===== src/sv/hcb_pkg.sv =====
// hcb_pkg: shared types, constants and mod-26 helpers for the hill cipher block
// no dependencies; imported by every other file of the block

package hcb_pkg;

    localparam int MODULUS       = 26;
    localparam int PAD_LETTER    = 23;
    localparam int MAX_ORDER_DEF = 3;
    localparam int ADDR_W        = 5;
    localparam int DATA_W        = 32;

    // register indexes on the configuration port
    localparam logic [2:0] REG_KEY_ROW0     = 3'd0;
    localparam logic [2:0] REG_KEY_ROW1     = 3'd1;
    localparam logic [2:0] REG_KEY_ROW2     = 3'd2;
    localparam logic [2:0] REG_BLOCK_SIZE   = 3'd3;
    localparam logic [2:0] REG_DECRYPT_MODE = 3'd4;

    typedef logic [4:0] letter_t;

    typedef struct packed {
        logic [14:0] key_row0;
        logic [14:0] key_row1;
        logic [14:0] key_row2;
        logic [1:0]  block_size;
        logic        decrypt_mode;
    } cfg_t;

    // one request to the shared multiply-accumulate unit
    typedef struct packed {
        letter_t x;
        letter_t y;
        letter_t acc;
    } mac_op_t;

    function automatic letter_t mod26_letter(letter_t v);
        return (v >= 5'(MODULUS)) ? v - 5'(MODULUS) : v;
    endfunction

    function automatic letter_t neg26(letter_t v);
        return (v == 5'd0) ? 5'd0 : 5'(MODULUS) - v;
    endfunction

    // x below 1024: reciprocal estimate is at most one low, one correction
    function automatic letter_t mod26_sum(logic [9:0] x);
        logic [18:0] prod;
        logic [5:0]  q;
        logic [9:0]  r;
        prod = 19'(x) * 19'd315;
        q    = prod[18:13];
        r    = x - 10'(q) * 10'(MODULUS);
        if (r >= 10'(MODULUS))
        begin
            r = r - 10'(MODULUS);
        end
        return r[4:0];
    endfunction

    function automatic letter_t key_letter(logic [14:0] row, logic [1:0] c);
        letter_t raw;
        raw = row[5*c +: 5];
        return mod26_letter(raw);
    endfunction

    function automatic letter_t inv_mod26(letter_t d);
        letter_t r;
        case (d)
            5'd1:    r = 5'd1;
            5'd3:    r = 5'd9;
            5'd5:    r = 5'd21;
            5'd7:    r = 5'd15;
            5'd9:    r = 5'd3;
            5'd11:   r = 5'd19;
            5'd15:   r = 5'd7;
            5'd17:   r = 5'd23;
            5'd19:   r = 5'd11;
            5'd21:   r = 5'd5;
            5'd23:   r = 5'd17;
            5'd25:   r = 5'd25;
            default: r = 5'd0;
        endcase
        return r;
    endfunction

endpackage


===== src/sv/hcb_in_if.sv =====
// hcb_in_if: letter channel into the hill cipher block (valid, ready, payload)
// depends on hcb_pkg for the letter type

interface hcb_in_if import hcb_pkg::*; ();
    logic    valid;
    logic    ready;
    letter_t letter;
    logic    end_of_text;

    modport source (output valid, output letter, output end_of_text, input ready);
    modport sink   (input valid, input letter, input end_of_text, output ready);
endinterface


===== src/sv/hcb_out_if.sv =====
// hcb_out_if: result channel out of the hill cipher block (valid, ready, payload)
// depends on hcb_pkg for the letter type

interface hcb_out_if import hcb_pkg::*; ();
    logic    valid;
    logic    ready;
    letter_t out_letter;
    logic    block_last;
    logic    key_error;

    modport source (output valid, output out_letter, output block_last, output key_error,
                    input ready);
    modport sink   (input valid, input out_letter, input block_last, input key_error,
                    output ready);
endinterface


===== src/sv/hill_cipher_block_core.sv =====
// hill_cipher_block_core: hill cipher mod 26 with letter and result channels
// depends on hcb_pkg, hcb_in_if, hcb_out_if, hcb_regs, hcb_mac, hcb_seq
//
// letters: one beat per letter (0..25, codes above 25 are reduced mod 26) with
// end_of_text on the last letter of a message. letters are gathered into a
// block of n = 2 or 3 (block_size). a full block, or a partial one padded with
// 'x' at end of text in encrypt mode, is sent on results as n beats, block_last
// on the last. in decrypt mode (order 2 only) a partial block is dropped, and a
// key whose determinant has no inverse mod 26 gives beats with key_error set
// and letter 0.
// timing: all products run through one multiply-accumulate mod 26 unit, one
// step per cycle while the output register is free. an encrypt block starts
// once its last letter is accepted; decrypt puts key inversion in front, and
// a key without inverse instead gives n error beats after the determinant
// step (any key at order 3 gives them with no inversion), one per cycle while
// the output register is free. letters is not ready while a block is being
// worked on.
// a stalled receiver holds the current result in the output register; the
// sequencer waits on it and the next letter is taken once the last beat of a
// block is loaded. reset empties the buffer, the output register and sets the
// key to 0, block_size to 2 and encrypt mode; no clearing pass is needed.

module hill_cipher_block_core
    import hcb_pkg::*;
#(
    parameter int MAX_ORDER = MAX_ORDER_DEF
)
(
    input  logic              clk,
    input  logic              rst_n,
    input  logic              psel,
    input  logic              penable,
    input  logic              pwrite,
    input  logic [ADDR_W-1:0] paddr,
    input  logic [DATA_W-1:0] pwdata,
    output logic [DATA_W-1:0] prdata,
    output logic              pready,
    hcb_in_if.sink            letters,
    hcb_out_if.source         results
);

    cfg_t    cfg;
    mac_op_t mac_op;
    letter_t mac_res;

    hcb_regs u_regs (
        .clk     (clk),
        .rst_n   (rst_n),
        .psel    (psel),
        .penable (penable),
        .pwrite  (pwrite),
        .paddr   (paddr),
        .pwdata  (pwdata),
        .prdata  (prdata),
        .pready  (pready),
        .cfg     (cfg)
    );

    hcb_mac u_mac (
        .op  (mac_op),
        .res (mac_res)
    );

    hcb_seq #(
        .MAX_ORDER (MAX_ORDER)
    ) u_seq (
        .clk     (clk),
        .rst_n   (rst_n),
        .cfg     (cfg),
        .letters (letters),
        .results (results),
        .mac_op  (mac_op),
        .mac_res (mac_res)
    );

endmodule


===== src/sv/hcb_regs.sv =====
// hcb_regs: apb-style configuration registers of the hill cipher block
// depends on hcb_pkg for cfg_t and register indexes

module hcb_regs
    import hcb_pkg::*;
(
    input  logic              clk,
    input  logic              rst_n,
    input  logic              psel,
    input  logic              penable,
    input  logic              pwrite,
    input  logic [ADDR_W-1:0] paddr,
    input  logic [DATA_W-1:0] pwdata,
    output logic [DATA_W-1:0] prdata,
    output logic              pready,
    output cfg_t              cfg
);

    cfg_t       cfg_reg;
    cfg_t       cfg_next;
    logic [2:0] reg_idx;
    logic       wr_en;

    assign pready  = 1'b1;
    assign reg_idx = paddr[ADDR_W-1:2];
    assign wr_en   = psel && penable && pwrite && pready;
    assign cfg     = cfg_reg;

    always_comb
    begin
        cfg_next = cfg_reg;
        if (wr_en)
        begin
            unique case (reg_idx)
                REG_KEY_ROW0:     cfg_next.key_row0     = pwdata[14:0];
                REG_KEY_ROW1:     cfg_next.key_row1     = pwdata[14:0];
                REG_KEY_ROW2:     cfg_next.key_row2     = pwdata[14:0];
                REG_BLOCK_SIZE:   cfg_next.block_size   = pwdata[1:0];
                REG_DECRYPT_MODE: cfg_next.decrypt_mode = pwdata[0];
                default:          cfg_next = cfg_reg;
            endcase
        end
    end

    always_comb
    begin
        unique case (reg_idx)
            REG_KEY_ROW0:     prdata = DATA_W'(cfg_reg.key_row0);
            REG_KEY_ROW1:     prdata = DATA_W'(cfg_reg.key_row1);
            REG_KEY_ROW2:     prdata = DATA_W'(cfg_reg.key_row2);
            REG_BLOCK_SIZE:   prdata = DATA_W'(cfg_reg.block_size);
            REG_DECRYPT_MODE: prdata = DATA_W'(cfg_reg.decrypt_mode);
            default:          prdata = '0;
        endcase
    end

    always_ff @(posedge clk or negedge rst_n)
    begin
        if (!rst_n)
        begin
            cfg_reg.key_row0     <= '0;
            cfg_reg.key_row1     <= '0;
            cfg_reg.key_row2     <= '0;
            cfg_reg.block_size   <= 2'd2;
            cfg_reg.decrypt_mode <= 1'b0;
        end
        else
        begin
            cfg_reg <= cfg_next;
        end
    end

endmodule


===== src/sv/hcb_mac.sv =====
// hcb_mac: shared multiply-accumulate mod 26 unit, res = (acc + x*y) mod 26
// depends on hcb_pkg for mac_op_t and mod26_sum

module hcb_mac
    import hcb_pkg::*;
(
    input  mac_op_t op,
    output letter_t res
);

    logic [9:0] sum;

    // operands are already reduced, so the sum stays below 651
    assign sum = 10'(op.acc) + 10'(op.x) * 10'(op.y);
    assign res = mod26_sum(sum);

endmodule


===== src/sv/hcb_seq.sv =====
// hcb_seq: block buffer, key inversion and matrix product sequencer, output register
// depends on hcb_pkg, hcb_in_if, hcb_out_if; drives the shared hcb_mac unit

module hcb_seq
    import hcb_pkg::*;
#(
    parameter int MAX_ORDER = MAX_ORDER_DEF
)
(
    input  logic       clk,
    input  logic       rst_n,
    input  cfg_t       cfg,
    hcb_in_if.sink     letters,
    hcb_out_if.source  results,
    output mac_op_t    mac_op,
    input  letter_t    mac_res
);

    localparam int FW = $clog2(MAX_ORDER + 1);
    localparam int IW = $clog2(MAX_ORDER);

    localparam logic [2:0] PS_AD  = 3'd0;
    localparam logic [2:0] PS_DET = 3'd1;
    localparam logic [2:0] PS_M00 = 3'd2;
    localparam logic [2:0] PS_M11 = 3'd3;
    localparam logic [2:0] PS_M01 = 3'd4;
    localparam logic [2:0] PS_M10 = 3'd5;

    typedef enum logic [3:0] {
        ST_IDLE = 4'b0001,
        ST_PREP = 4'b0010,
        ST_MAC  = 4'b0100,
        ST_SEND = 4'b1000
    } state_t;

    state_t          state_reg, state_next;
    logic [FW-1:0]   fill_reg, fill_next;
    logic [FW-1:0]   order_reg, order_next;
    logic [IW-1:0]   col_reg, col_next;
    logic [IW-1:0]   k_reg, k_next;
    logic [2:0]      step_reg, step_next;
    logic            err_reg, err_next;
    logic            out_valid_reg, out_valid_next;

    letter_t         buf_reg [MAX_ORDER];
    letter_t         buf_next [MAX_ORDER];
    letter_t         minv_reg [2][2];
    letter_t         minv_next [2][2];
    letter_t         acc_reg, acc_next;
    letter_t         di_reg, di_next;
    letter_t         out_letter_reg, out_letter_next;
    logic            out_last_reg, out_last_next;
    logic            out_err_reg, out_err_next;

    logic            take;
    logic            out_free;
    logic            out_load;
    logic [2:0]      order_wide;
    logic [FW-1:0]   cur_order;
    logic [FW-1:0]   new_fill;
    logic            emit_full;
    logic            pad;
    letter_t         letter_m;
    letter_t         ka, kb, kc, kd;
    letter_t         coef;
    logic [14:0]     coef_row;
    logic            last_k;
    logic            last_col;

    assign letters.ready  = (state_reg == ST_IDLE);
    assign take           = letters.valid && letters.ready;
    assign out_free       = !out_valid_reg || results.ready;

    assign results.valid      = out_valid_reg;
    assign results.out_letter = out_letter_reg;
    assign results.block_last = out_last_reg;
    assign results.key_error  = out_err_reg;

    // order from block_size, clamped to 2..MAX_ORDER
    always_comb
    begin
        order_wide = (cfg.block_size < 2'd2) ? 3'd2 : {1'b0, cfg.block_size};
        if (order_wide > 3'(MAX_ORDER))
        begin
            order_wide = 3'(MAX_ORDER);
        end
        cur_order = FW'(order_wide);
    end

    assign letter_m  = mod26_letter(letters.letter);
    assign new_fill  = fill_reg + FW'(1);
    assign emit_full = (new_fill >= cur_order);
    assign pad       = !emit_full && letters.end_of_text && !cfg.decrypt_mode;

    assign ka = key_letter(cfg.key_row0, 2'd0);
    assign kb = key_letter(cfg.key_row0, 2'd1);
    assign kc = key_letter(cfg.key_row1, 2'd0);
    assign kd = key_letter(cfg.key_row1, 2'd1);

    always_comb
    begin
        if (2'(k_reg) == 2'd0)
        begin
            coef_row = cfg.key_row0;
        end
        else if (2'(k_reg) == 2'd1)
        begin
            coef_row = cfg.key_row1;
        end
        else
        begin
            coef_row = cfg.key_row2;
        end
        if (cfg.decrypt_mode)
        begin
            coef = minv_reg[k_reg[0]][col_reg[0]];
        end
        else
        begin
            coef = key_letter(coef_row, 2'(col_reg));
        end
    end

    assign last_k   = (FW'(k_reg) + FW'(1) == order_reg);
    assign last_col = (FW'(col_reg) + FW'(1) == order_reg);

    always_comb
    begin
        state_next      = state_reg;
        fill_next       = fill_reg;
        order_next      = order_reg;
        col_next        = col_reg;
        k_next          = k_reg;
        step_next       = step_reg;
        err_next        = err_reg;
        acc_next        = acc_reg;
        di_next         = di_reg;
        buf_next        = buf_reg;
        minv_next       = minv_reg;
        out_load        = 1'b0;
        out_letter_next = out_letter_reg;
        out_last_next   = out_last_reg;
        out_err_next    = out_err_reg;
        mac_op          = '{x: 5'd0, y: 5'd0, acc: 5'd0};

        unique case (state_reg)
            ST_IDLE:
            begin
                if (take)
                begin
                    for (int i = 0; i < MAX_ORDER; i++)
                    begin
                        if (FW'(i) == fill_reg)
                        begin
                            buf_next[i] = letter_m;
                        end
                        else if (pad && FW'(i) >= new_fill && FW'(i) < cur_order)
                        begin
                            buf_next[i] = 5'(PAD_LETTER);
                        end
                    end
                    if (emit_full || pad)
                    begin
                        fill_next  = '0;
                        order_next = cur_order;
                        col_next   = '0;
                        k_next     = '0;
                        step_next  = PS_AD;
                        err_next   = 1'b0;
                        if (!cfg.decrypt_mode)
                        begin
                            state_next = ST_MAC;
                        end
                        else if (cur_order != FW'(2))
                        begin
                            err_next   = 1'b1;
                            state_next = ST_SEND;
                        end
                        else
                        begin
                            state_next = ST_PREP;
                        end
                    end
                    else if (letters.end_of_text)
                    begin
                        // decrypt drops the partial block
                        fill_next = '0;
                    end
                    else
                    begin
                        fill_next = new_fill;
                    end
                end
            end

            ST_PREP:
            begin
                step_next = step_reg + 3'd1;
                case (step_reg)
                    PS_AD:
                    begin
                        mac_op   = '{x: ka, y: kd, acc: 5'd0};
                        acc_next = mac_res;
                    end
                    PS_DET:
                    begin
                        mac_op  = '{x: neg26(kb), y: kc, acc: acc_reg};
                        di_next = inv_mod26(mac_res);
                        if (inv_mod26(mac_res) == 5'd0)
                        begin
                            err_next   = 1'b1;
                            state_next = ST_SEND;
                        end
                    end
                    PS_M00:
                    begin
                        mac_op          = '{x: kd, y: di_reg, acc: 5'd0};
                        minv_next[0][0] = mac_res;
                    end
                    PS_M11:
                    begin
                        mac_op          = '{x: ka, y: di_reg, acc: 5'd0};
                        minv_next[1][1] = mac_res;
                    end
                    PS_M01:
                    begin
                        mac_op          = '{x: neg26(kb), y: di_reg, acc: 5'd0};
                        minv_next[0][1] = mac_res;
                    end
                    default:
                    begin
                        mac_op          = '{x: neg26(kc), y: di_reg, acc: 5'd0};
                        minv_next[1][0] = mac_res;
                        state_next      = ST_MAC;
                    end
                endcase
            end

            ST_MAC:
            begin
                mac_op   = '{x: buf_reg[k_reg], y: coef,
                             acc: (k_reg == '0) ? 5'd0 : acc_reg};
                acc_next = mac_res;
                if (!last_k)
                begin
                    k_next = k_reg + IW'(1);
                end
                else if (out_free)
                begin
                    // column done and the output slot is free: hand it over now
                    out_load        = 1'b1;
                    out_letter_next = mac_res;
                    out_last_next   = last_col;
                    out_err_next    = 1'b0;
                    k_next          = '0;
                    if (last_col)
                    begin
                        state_next = ST_IDLE;
                    end
                    else
                    begin
                        col_next = col_reg + IW'(1);
                    end
                end
                else
                begin
                    state_next = ST_SEND;
                end
            end

            ST_SEND:
            begin
                if (out_free)
                begin
                    out_load        = 1'b1;
                    out_letter_next = err_reg ? 5'd0 : acc_reg;
                    out_last_next   = last_col;
                    out_err_next    = err_reg;
                    k_next          = '0;
                    if (last_col)
                    begin
                        state_next = ST_IDLE;
                    end
                    else
                    begin
                        col_next   = col_reg + IW'(1);
                        state_next = err_reg ? ST_SEND : ST_MAC;
                    end
                end
            end

            default:
            begin
                state_next = ST_IDLE;
            end
        endcase

        if (out_load)
        begin
            out_valid_next = 1'b1;
        end
        else if (results.ready)
        begin
            out_valid_next = 1'b0;
        end
        else
        begin
            out_valid_next = out_valid_reg;
        end
    end

    always_ff @(posedge clk or negedge rst_n)
    begin
        if (!rst_n)
        begin
            state_reg     <= ST_IDLE;
            fill_reg      <= '0;
            col_reg       <= '0;
            k_reg         <= '0;
            step_reg      <= PS_AD;
            err_reg       <= 1'b0;
            out_valid_reg <= 1'b0;
        end
        else
        begin
            state_reg     <= state_next;
            fill_reg      <= fill_next;
            col_reg       <= col_next;
            k_reg         <= k_next;
            step_reg      <= step_next;
            err_reg       <= err_next;
            out_valid_reg <= out_valid_next;
        end
    end

    always_ff @(posedge clk)
    begin
        order_reg      <= order_next;
        acc_reg        <= acc_next;
        di_reg         <= di_next;
        buf_reg        <= buf_next;
        minv_reg       <= minv_next;
        out_letter_reg <= out_letter_next;
        out_last_reg   <= out_last_next;
        out_err_reg    <= out_err_next;
    end

    a_fill_bound: assert property (@(posedge clk) disable iff (!rst_n)
        fill_reg < FW'(MAX_ORDER))
        else $error("fill count reached the block order without an emission");

    a_prep_order: assert property (@(posedge clk) disable iff (!rst_n)
        state_reg == ST_PREP |-> order_reg == FW'(2) && cfg.decrypt_mode)
        else $error("key inversion entered outside order-2 decrypt");

    a_mac_index: assert property (@(posedge clk) disable iff (!rst_n)
        state_reg == ST_MAC |-> FW'(k_reg) < order_reg && FW'(col_reg) < order_reg
                                && !err_reg)
        else $error("product step out of range or taken with a bad key");

    a_err_zero: assert property (@(posedge clk) disable iff (!rst_n)
        out_valid_reg && out_err_reg |-> out_letter_reg == 5'd0)
        else $error("key error beat carries a nonzero letter");

endmodule

===== src/flat_wrapper.sv =====
// flat-port wrapper written by rule: the top's interface ports become plain ports
module hill_cipher_block_core_flat import hcb_pkg::*;
#(
    parameter int MAX_ORDER = MAX_ORDER_DEF
)
  (clk, rst_n, psel, penable, pwrite, paddr, pwdata, prdata, pready, letters_valid, letters_letter, letters_end_of_text, letters_ready, results_valid, results_out_letter, results_block_last, results_key_error, results_ready);
  hcb_in_if letters_i ();
  hcb_out_if results_i ();
  input  logic clk;
  input  logic rst_n;
  input  logic psel;
  input  logic penable;
  input  logic pwrite;
  input  logic [ADDR_W-1:0] paddr;
  input  logic [DATA_W-1:0] pwdata;
  output logic [DATA_W-1:0] prdata;
  output logic pready;
  input wire logic [$bits(letters_i.valid)-1:0] letters_valid;
  input wire logic [$bits(letters_i.letter)-1:0] letters_letter;
  input wire logic [$bits(letters_i.end_of_text)-1:0] letters_end_of_text;
  output wire logic [$bits(letters_i.ready)-1:0] letters_ready;
  output wire logic [$bits(results_i.valid)-1:0] results_valid;
  output wire logic [$bits(results_i.out_letter)-1:0] results_out_letter;
  output wire logic [$bits(results_i.block_last)-1:0] results_block_last;
  output wire logic [$bits(results_i.key_error)-1:0] results_key_error;
  input wire logic [$bits(results_i.ready)-1:0] results_ready;
  assign letters_i.valid = letters_valid;
  assign letters_i.letter = letters_letter;
  assign letters_i.end_of_text = letters_end_of_text;
  assign letters_ready = letters_i.ready;
  assign results_valid = results_i.valid;
  assign results_out_letter = results_i.out_letter;
  assign results_block_last = results_i.block_last;
  assign results_key_error = results_i.key_error;
  assign results_i.ready = results_ready;
  hill_cipher_block_core #(.MAX_ORDER(MAX_ORDER)) u_core (.clk(clk), .rst_n(rst_n), .psel(psel), .penable(penable), .pwrite(pwrite), .paddr(paddr), .pwdata(pwdata), .prdata(prdata), .pready(pready), .letters(letters_i), .results(results_i));
endmodule

===== config.mk =====
export PLATFORM = sky130hd
export DESIGN_NAME = hill_cipher_block_core_flat
export DESIGN_NICKNAME = d
export VERILOG_FILES = /design/src/sv/hcb_pkg.sv /design/src/sv/hcb_in_if.sv /design/src/sv/hcb_out_if.sv /design/src/sv/hill_cipher_block_core.sv /design/src/sv/hcb_regs.sv /design/src/sv/hcb_mac.sv /design/src/sv/hcb_seq.sv /design/src/flat_wrapper.sv
export SDC_FILE = /design/constraint.sdc
export NUM_CORES = 1
export LEC_CHECK = 0
export BUFFER_PORTS_ARGS = -buffer_cell sky130_fd_sc_hd__buf_2
export CORE_MARGIN = 2
export CORE_UTILIZATION = 25
export DETAILED_ROUTE_END_ITERATION = 8
export GPL_ROUTABILITY_DRIVEN = 1
export MAX_ROUTING_LAYER = met4
export PLACE_DENSITY = 0.39
export REMOVE_ABC_BUFFERS = 1
export SETUP_SLACK_MARGIN = 0.2
export SLEW_MARGIN = 20
export SYNTH_ARGS = -nofsm -noshare
export SYNTH_HDL_FRONTEND = slang
export SYNTH_SLANG_ARGS = --single-unit

===== constraint.sdc =====
create_clock -name clk -period 19.2 [get_ports clk]
set_input_delay 1.92 -clock clk [delete_from_list [all_inputs] [get_ports clk]]
set_output_delay 1.92 -clock clk [all_outputs]
set_load 0.02 [all_outputs]

==> results of run 1 <==
per-layer routing:
metal,global-route usage,routed length [um],vias up
li1,-,-,3955
met1,0.196,14300,4027
met2,0.202,12900,139
met3,0.0181,903,17
met4,0.0311,252,0
met5,-,0,-
critical path, delay by kind of cell, from the launching register on:
kind | cells | cell delay [ps]
multiplexers | 2 | 660
AND/OR/NAND/NOR | 10 | 1790
XOR/XNOR | 2 | 830
AO/OA/AOI/OAI | 16 | 4400
adder cells (fa/ha/maj) | 14 | 6250
flip-flops | 1 | 540
buffers and inverters | 7 | 490
kinds of logic (layout without fill, tap and decap cells):
| logic type | Yosys count | count (layout) | synth area share |
|---|---|---|---|
| XOR/XNOR | 33 | 33 | 0.0348 |
| multiplexers | 93 | 93 | 0.107 |
| AO/OA/AOI/OAI | 246 | 246 | 0.155 |
| AND/OR/NAND/NOR | 271 | 271 | 0.117 |
| adder cells (fa/ha/maj) | 151 | 151 | 0.209 |
| buffers and inverters | 203 | 243 | 0.0790 |
| other | 2 | 18 | 0.000704 |
| flip-flops | 116 | 116 | 0.297 |
layout make-up:
| cell class | instances | area, um^2 | area share |
|---|---|---|---|
| well taps | 539 | 674 | 0.0559 |
| clock buffers | 20 | 437 | 0.0362 |
| multi-input cells | 812 | 6730 | 0.558 |
| flip-flops and latches | 116 | 3170 | 0.263 |
| inverters | 149 | 559 | 0.0464 |
| repair buffers | 62 | 330 | 0.0274 |
| clock inverters | 12 | 161 | 0.0134 |
power by group through the flow:
stage	Clock, uW	Combinational (uW)	Sequential (uW)
after global routing	348	1230	429
after CTS	336	1110	422
after floorplan	0	807	412
final	327	1100	421
after detailed placement	0	1100	426
after global placement	0	1110	426
placed cells by master, fill, tap and decap left out, drive strengths merged, types with 12 or more instances in the layout:
cell	count
dfrtp	61
nand2	88
mux4	12
ha	106
nor2b	12
nor2	83
buf	62
a21o	12
fa	45
and2	17
mux2i	32
o21ai	73
inv	148
xnor2	22
mux2	49
edfxtp	53
conb	18
clkbuf	20
a21oi	61
nor3	13
nand3	22
through the flow:
stage	setup slack (ps)	power [uW]	instance area, um^2	hold slack, ps	std cells
CTS	3740	1870	12100	527	1710
finish	3950	1850	12100	523	1710
detailed placement	3900	1520	11500	515	1678
global route	2870	2010	12100	557	1710
floorplan	5870	1220	10400	493	1077
global placement	3770	1530	11500	505	1678
path summary, 6_finish.rpt:
| path | to | cells past startpoint | from |
|---|---|---|---|
| max | u_core.u_seq.di_reg[1]$_DFFE_PP_ | 51 | u_core.u_seq.k_reg[1]$_DFFE_PN0P_ |
| min | u_core.u_regs.cfg[15]$_DFFE_PN0P_ | 1 | u_core.u_regs.cfg[15]$_DFFE_PN0P_ |
| max reg2reg | u_core.u_seq.di_reg[1]$_DFFE_PP_ | 51 | u_core.u_seq.k_reg[1]$_DFFE_PN0P_ |
| min reg2reg | u_core.u_regs.cfg[15]$_DFFE_PN0P_ | 1 | u_core.u_regs.cfg[15]$_DFFE_PN0P_ |
| max in group asynchronous | u_core.u_seq.step_reg[0]$_DFFE_PN0P_ | 2 | rst_n |
| min in group asynchronous | u_core.u_regs.cfg[26]$_DFFE_PN0P_ | 2 | rst_n |
==> qor.txt, run 1 <==
Status: complete, no violations
Insertion delay to the later sink of the worst-skew pair: 430 ps
Leakage power: 0.00551 uW
IO buf count: 54
Largest net degree at the start of global routing: 64
Crit-path slowest cell: ha_1
Slew @ Worst Pin: 975 ps
Post-route ant nets: 0
Post-synth top cells: inv_1 (148), ha_1 (106), nand2_1 (87)
Row cnt: 75
Prevailing post-synth register cell: dfrtp_1
Drt initial violations: 522
R2R setup slack: 3950 ps
Post-DP HPWL: 22.1 mm
Final period utilization: 0.794
Yosys reg bits: 116
Relative slew slack: 0.345
Final Max Tran Viols: 0
DR WL/cell: 16.6 um
Top cells by area, synth: edfxtp_1 (15%), dfrtp_1 (14%), ha_1 (12%), fa_1 (8.4%), inv_1 (5.2%)
Largest fanout on the critical path: 11
Nets: 1,359
Vias in the first global route: 7,943
Minimum clock period: 15,250 ps
Final setup vio count: 0
Int Power: 975 uW
Syn Area/Cell: 9.57 um^2
Total number of H-tree levels: 4
GP Congestion: 0.826
Clk network pwr share: 0.177
Ant. Diodes: 0
Synth top area share: 0.149
Clk_skew: 7.08 ps
Num CTS Buffers: 17
Crit end category: register
HP Class: register to register
Highest cell delay on the worst timing path: 700 ps
Post-synth ARST share: 0.543
Crit Path Category: register to register
Warnings from Yosys: 0
Vias/cell: 4.76
Post-Route WL: 28.4 mm
Total GRT Usage: 0.136
Fill cell count: 4,486
Max reg flops: 48
Core area: 0.0420 mm^2
Number of synthesized flops with an enable pin: 53
Fmax: 0.0656 GHz
Combinational share of power: 0.596
Fin. Hold Viols: 0
First-pass GRT wire length: 45.8 mm
DR pass1 iterations: 5
Total gr overflow: 0
PostCTS Resize Cnt: 0
Worst-path clk slew: 60 ps
Synth cell types: 86
CTS root buffer: clkbuf_16
Pwr per Cell Area: 153 mW/mm^2
Cell Area, Synth: 0.0107 mm^2
Mapped Cells: 1,115
Sw Share: 0.473
Die span in y: 211 um
P_sw: 875 uW
Hold buffers post-CTS: 0
Post-synthesis sequential area ratio: 0.297
Worst Path Required: 19,370 ps
CTS Buffer Depth: 2
Power share of the sequential group: 0.228
Worst EP arrival: 15,420 ps
Share of cells above drive strength 1: 0.155
RSZ-0062 raised after global routing: no
Clock Sinks: 116
Setup crit start kind: register
Setup TNS: 0 ps
Final Core Density: 0.287
Vias post-DR: 8,138
Post-synth top area cell: edfxtp_1
Most common cell in the netlist: inv_1
CTS tree: done
I/O pin total: 92
Setup Fix Bufs, Post-CTS: 0
DRC: 0
Max_cap viols: 0
Die X: 211 um
Worst vdd ir: 0.177 mV
Initial antenna violation count: 0
Layout area overhead: 13.0%
Starting Density: 0.254
Die ar.: 0.0444 mm^2
(Power assumes the default switching activity.)
==> run 2, diff against run 1 <==
--- a/config.mk
+++ b/config.mk
@@ -11,7 +11,7 @@
 export DETAILED_ROUTE_END_ITERATION = 8
 export GPL_ROUTABILITY_DRIVEN = 1
 export MAX_ROUTING_LAYER = met4
-export PLACE_DENSITY = 0.39
+export PLACE_DENSITY = 0.4
 export REMOVE_ABC_BUFFERS = 1
 export SETUP_SLACK_MARGIN = 0.2
 export SLEW_MARGIN = 20
==> constraint.sdc (replaced) <==
create_clock -name clk -period 12.4 [get_ports clk]
set_input_delay 1.24 -clock clk [delete_from_list [all_inputs] [get_ports clk]]
set_output_delay 1.24 -clock clk [all_outputs]
set_load 0.02 [all_outputs]
==> qor.txt, run 2 (same netlist as run 1, synthesis figures left out) <==
Status: finished with violations (was complete, no violations)
Failing checks: setup timing
Largest net degree at the start of global routing: 64 (unchanged)
Post-DP HPWL: 23.9 mm (was 22.1 mm)
Ant. Diodes: 0 (unchanged)
Total GRT Usage: 0.143 (was 0.136)
Total gr overflow: 0 (unchanged)
Clock Sinks: 116 (unchanged)
Uppermost layer routed: met4 (unchanged)
Worst-path clk slew: 60 ps (about the same)
Setup TNS: -2270 ps (was 0 ps)
CTS root buffer: clkbuf_16 (unchanged)
Worst EP arrival: 12,780 ps (was 15,420 ps)
R2R setup slack: -210 ps (was 3950 ps)
Post-Route WL: 30.2 mm (was 28.4 mm)
CTS tree: done (unchanged)
Non-filler cells, final: 1,929 (was 1,710)
Vias/cell: 4.61 (was 4.76)
Setup crit start kind: register (unchanged)
Most common cell after layout, fill and taps aside: buf_4 (was inv_1)
Worst Path Required: 12,570 ps (was 19,370 ps)
DR pass1 iterations: 5 (unchanged)
Clk network pwr share: 0.126 (was 0.177)
HP Class: register to register (unchanged)
Die ar.: 0.0444 mm^2 (unchanged)
Final setup vio count: 19 (was 0)
Vias post-DR: 8,896 (was 8,138)
Hold Path Stages: 1 (unchanged)
Slew @ Worst Pin: 1070 ps (was 975 ps)
Insertion delay to the later sink of the worst-skew pair: 430 ps (about the same)
First-pass GRT wire length: 48.5 mm (was 45.8 mm)
Layout area overhead: 34.3% (was 13.0%)
Worst vdd ir: 0.503 mV (was 0.177 mV)
Sw Share: 0.428 (was 0.473)
Largest fanout on the critical path: 5 (was 11)
Num CTS Buffers: 17 (unchanged)
DRC: 0 (unchanged)
Fill cell count: 4,366 (was 4,486)
Fmax: 0.0793 GHz (was 0.0656 GHz)
Wire length on met2: 13.8 mm (was 12.9 mm)
Leakage power: 0.00669 uW (was 0.00551 uW)
Minimum clock period: 12,610 ps (was 15,250 ps)
Total number of H-tree levels: 4 (unchanged)
Worst Reg-to-Reg Cells: 60 (was 51)
Share of cells above drive strength 1: 0.357 (was 0.155)
RR Endpoint: u_core.u_seq.di_reg[4]$_DFFE_PP_ (was u_core.u_seq.di_reg[1]$_DFFE_PP_)
Relative slew slack: 0.280 (was 0.345)
Die span in y: 211 um (unchanged)
Core area: 0.0420 mm^2 (unchanged)
Post-route ant nets: 0 (unchanged)
Cell repeated most along the worst path: fa_1
Final Max Tran Viols: 0 (unchanged)
DR WL met3: 843 um (was 903 um)
Final period utilization: 1.02 (was 0.794)
R2r startpoint: u_core.u_seq.k_reg[0]$_DFFE_PN0P_ (was u_core.u_seq.k_reg[1]$_DFFE_PN0P_)
Max_cap viols: 0 (unchanged)
Power share of the sequential group: 0.166 (was 0.228)
Commonest non-fill, non-tap cells in the layout: buf_4 (211), inv_1 (134), ha_1 (91) (was inv_1 (148), ha_1 (106), nand2_1 (87))
Hold Crit Endpoint: u_core.u_regs.cfg[6]$_DFFE_PN0P_ (was u_core.u_regs.cfg[15]$_DFFE_PN0P_)
Final Power: 3780 uW (was 1850 uW)
Clk_skew: 11.4 ps (was 7.08 ps)
Starting Density: 0.254 (unchanged)
GP Congestion: 0.791 (was 0.826)
Initial antenna violation count: 0 (unchanged)
Drt initial violations: 450 (was 522)
Post-route setup slack: -212 ps (was 3950 ps)
Combinational share of power: 0.708 (was 0.596)
Placed Cells: 1,871 (was 1,678)
Vias in the first global route: 8,928 (was 7,943)
IO buf count: 54 (unchanged)
Final hold slack: 529 ps (was 523 ps)
Crit end category: register (unchanged)
Row cnt: 75 (unchanged)
Pwr per Cell Area: 263 mW/mm^2 (was 153 mW/mm^2)
DR WL/cell: 15.6 um (was 16.6 um)
Crit-path slowest cell: fa_1 (was ha_1)
HP Start: u_core.u_regs.cfg[6]$_DFFE_PN0P_ (was u_core.u_regs.cfg[15]$_DFFE_PN0P_)
Crit path from: u_core.u_seq.k_reg[0]$_DFFE_PN0P_ (was u_core.u_seq.k_reg[1]$_DFFE_PN0P_)
RSZ-0062 raised after global routing: yes (was no)
Highest cell delay on the worst timing path: 580 ps (was 700 ps)
Fin. Hold Viols: 0 (unchanged)
CTS Buffer Depth: 2 (unchanged)
Nets: 1,579 (was 1,359)
Die X: 211 um (unchanged)
I/O pin total: 92 (unchanged)
Crit Path Category: register to register (unchanged)
Wl on met1: 15.3 mm (was 14.3 mm)
P_sw: 1620 uW (was 875 uW)
Max reg flops: 48 (unchanged)
Int Power: 2160 uW (was 975 uW)
## run 2: changes by cell type in the layout (fill, tap and decap cells not counted), moves of 9 or more
cell | previous run | this run
ha_1 | 106 | 91
inv_2 | 0 | 13
buf_6 | 0 | 13
buf_4 | 8 | 211
inv_1 | 148 | 134
ha_4 | 0 | 11
a21oi_1 | 60 | 51
## run 2: what timing repair did
action,4_1_cts,5_1_grt
buffers inserted,18,9
hold buffers,0,0
endpoints found under the setup margin,32,32
pin swaps,76,66
gates resized for setup,80,52
## run 2: area by class of cell
cell class	count	area (um^2)	area share
inverters	149	562	0.0392
flip-flops and latches	116	3170	0.221
clock inverters	14	140	0.00977
clock buffers	17	425	0.0297
multi-input cells	812	7280	0.508
well taps	539	674	0.0470
repair buffers	282	2080	0.145
## run 2: power groups by stage
stage	logic, uW	registers (uW)	clock network [uW]
finish	2670	627	476
global route	2930	635	504
CTS	2480	629	486
detailed placement	2230	633	0
global placement	2230	632	0
floorplan	1250	638	0
## run 2: worst max-delay path: cells and delay by family (launching register included)
kind	cells	cell delay (ps)
buffers and inverters	11	1090
xor gates and xnor gates	7	1220
adders and majority gates	15	5290
DFF	1	410
AOI/OAI and AO/OA	15	2850
and+or+nand+nor	10	920
muxes	2	570
## run 2: metal layers
layer	vias up	track usage
met4	0	0.0274
met1	4343	0.201
li1	4399	-
met2	141	0.221
met3	13	0.0196
met5	-	-
## run 2: worst max-delay path by stage
stage | endpoint | slack [ps] | depth (start not counted)
2_1_floorplan | u_core.u_seq.di_reg[4]$_DFFE_PP_ | -930 | 51
3_3_place_gp | u_core.u_seq.di_reg[4]$_DFFE_PP_ | -950 | 59
3_5_place_dp | u_core.u_seq.di_reg[3]$_DFFE_PP_ | -1150 | 55
4_1_cts | u_core.u_seq.di_reg[4]$_DFFE_PP_ | -230 | 59
5_1_grt | u_core.u_seq.di_reg[4]$_DFFE_PP_ | -820 | 61
6_report | u_core.u_seq.di_reg[4]$_DFFE_PP_ | -210 | 60
## run 2: metrics by stage
stage          instance area, um^2  setup WS [ps]  utilization
6_report                     14300           -212        0.341
3_3_place_gp                 12900           -954        0.308
5_1_grt                      14300           -816        0.341
2_1_floorplan                10400           -934            -
3_5_place_dp                 12900          -1150        0.308
4_1_cts                      14000           -229        0.334
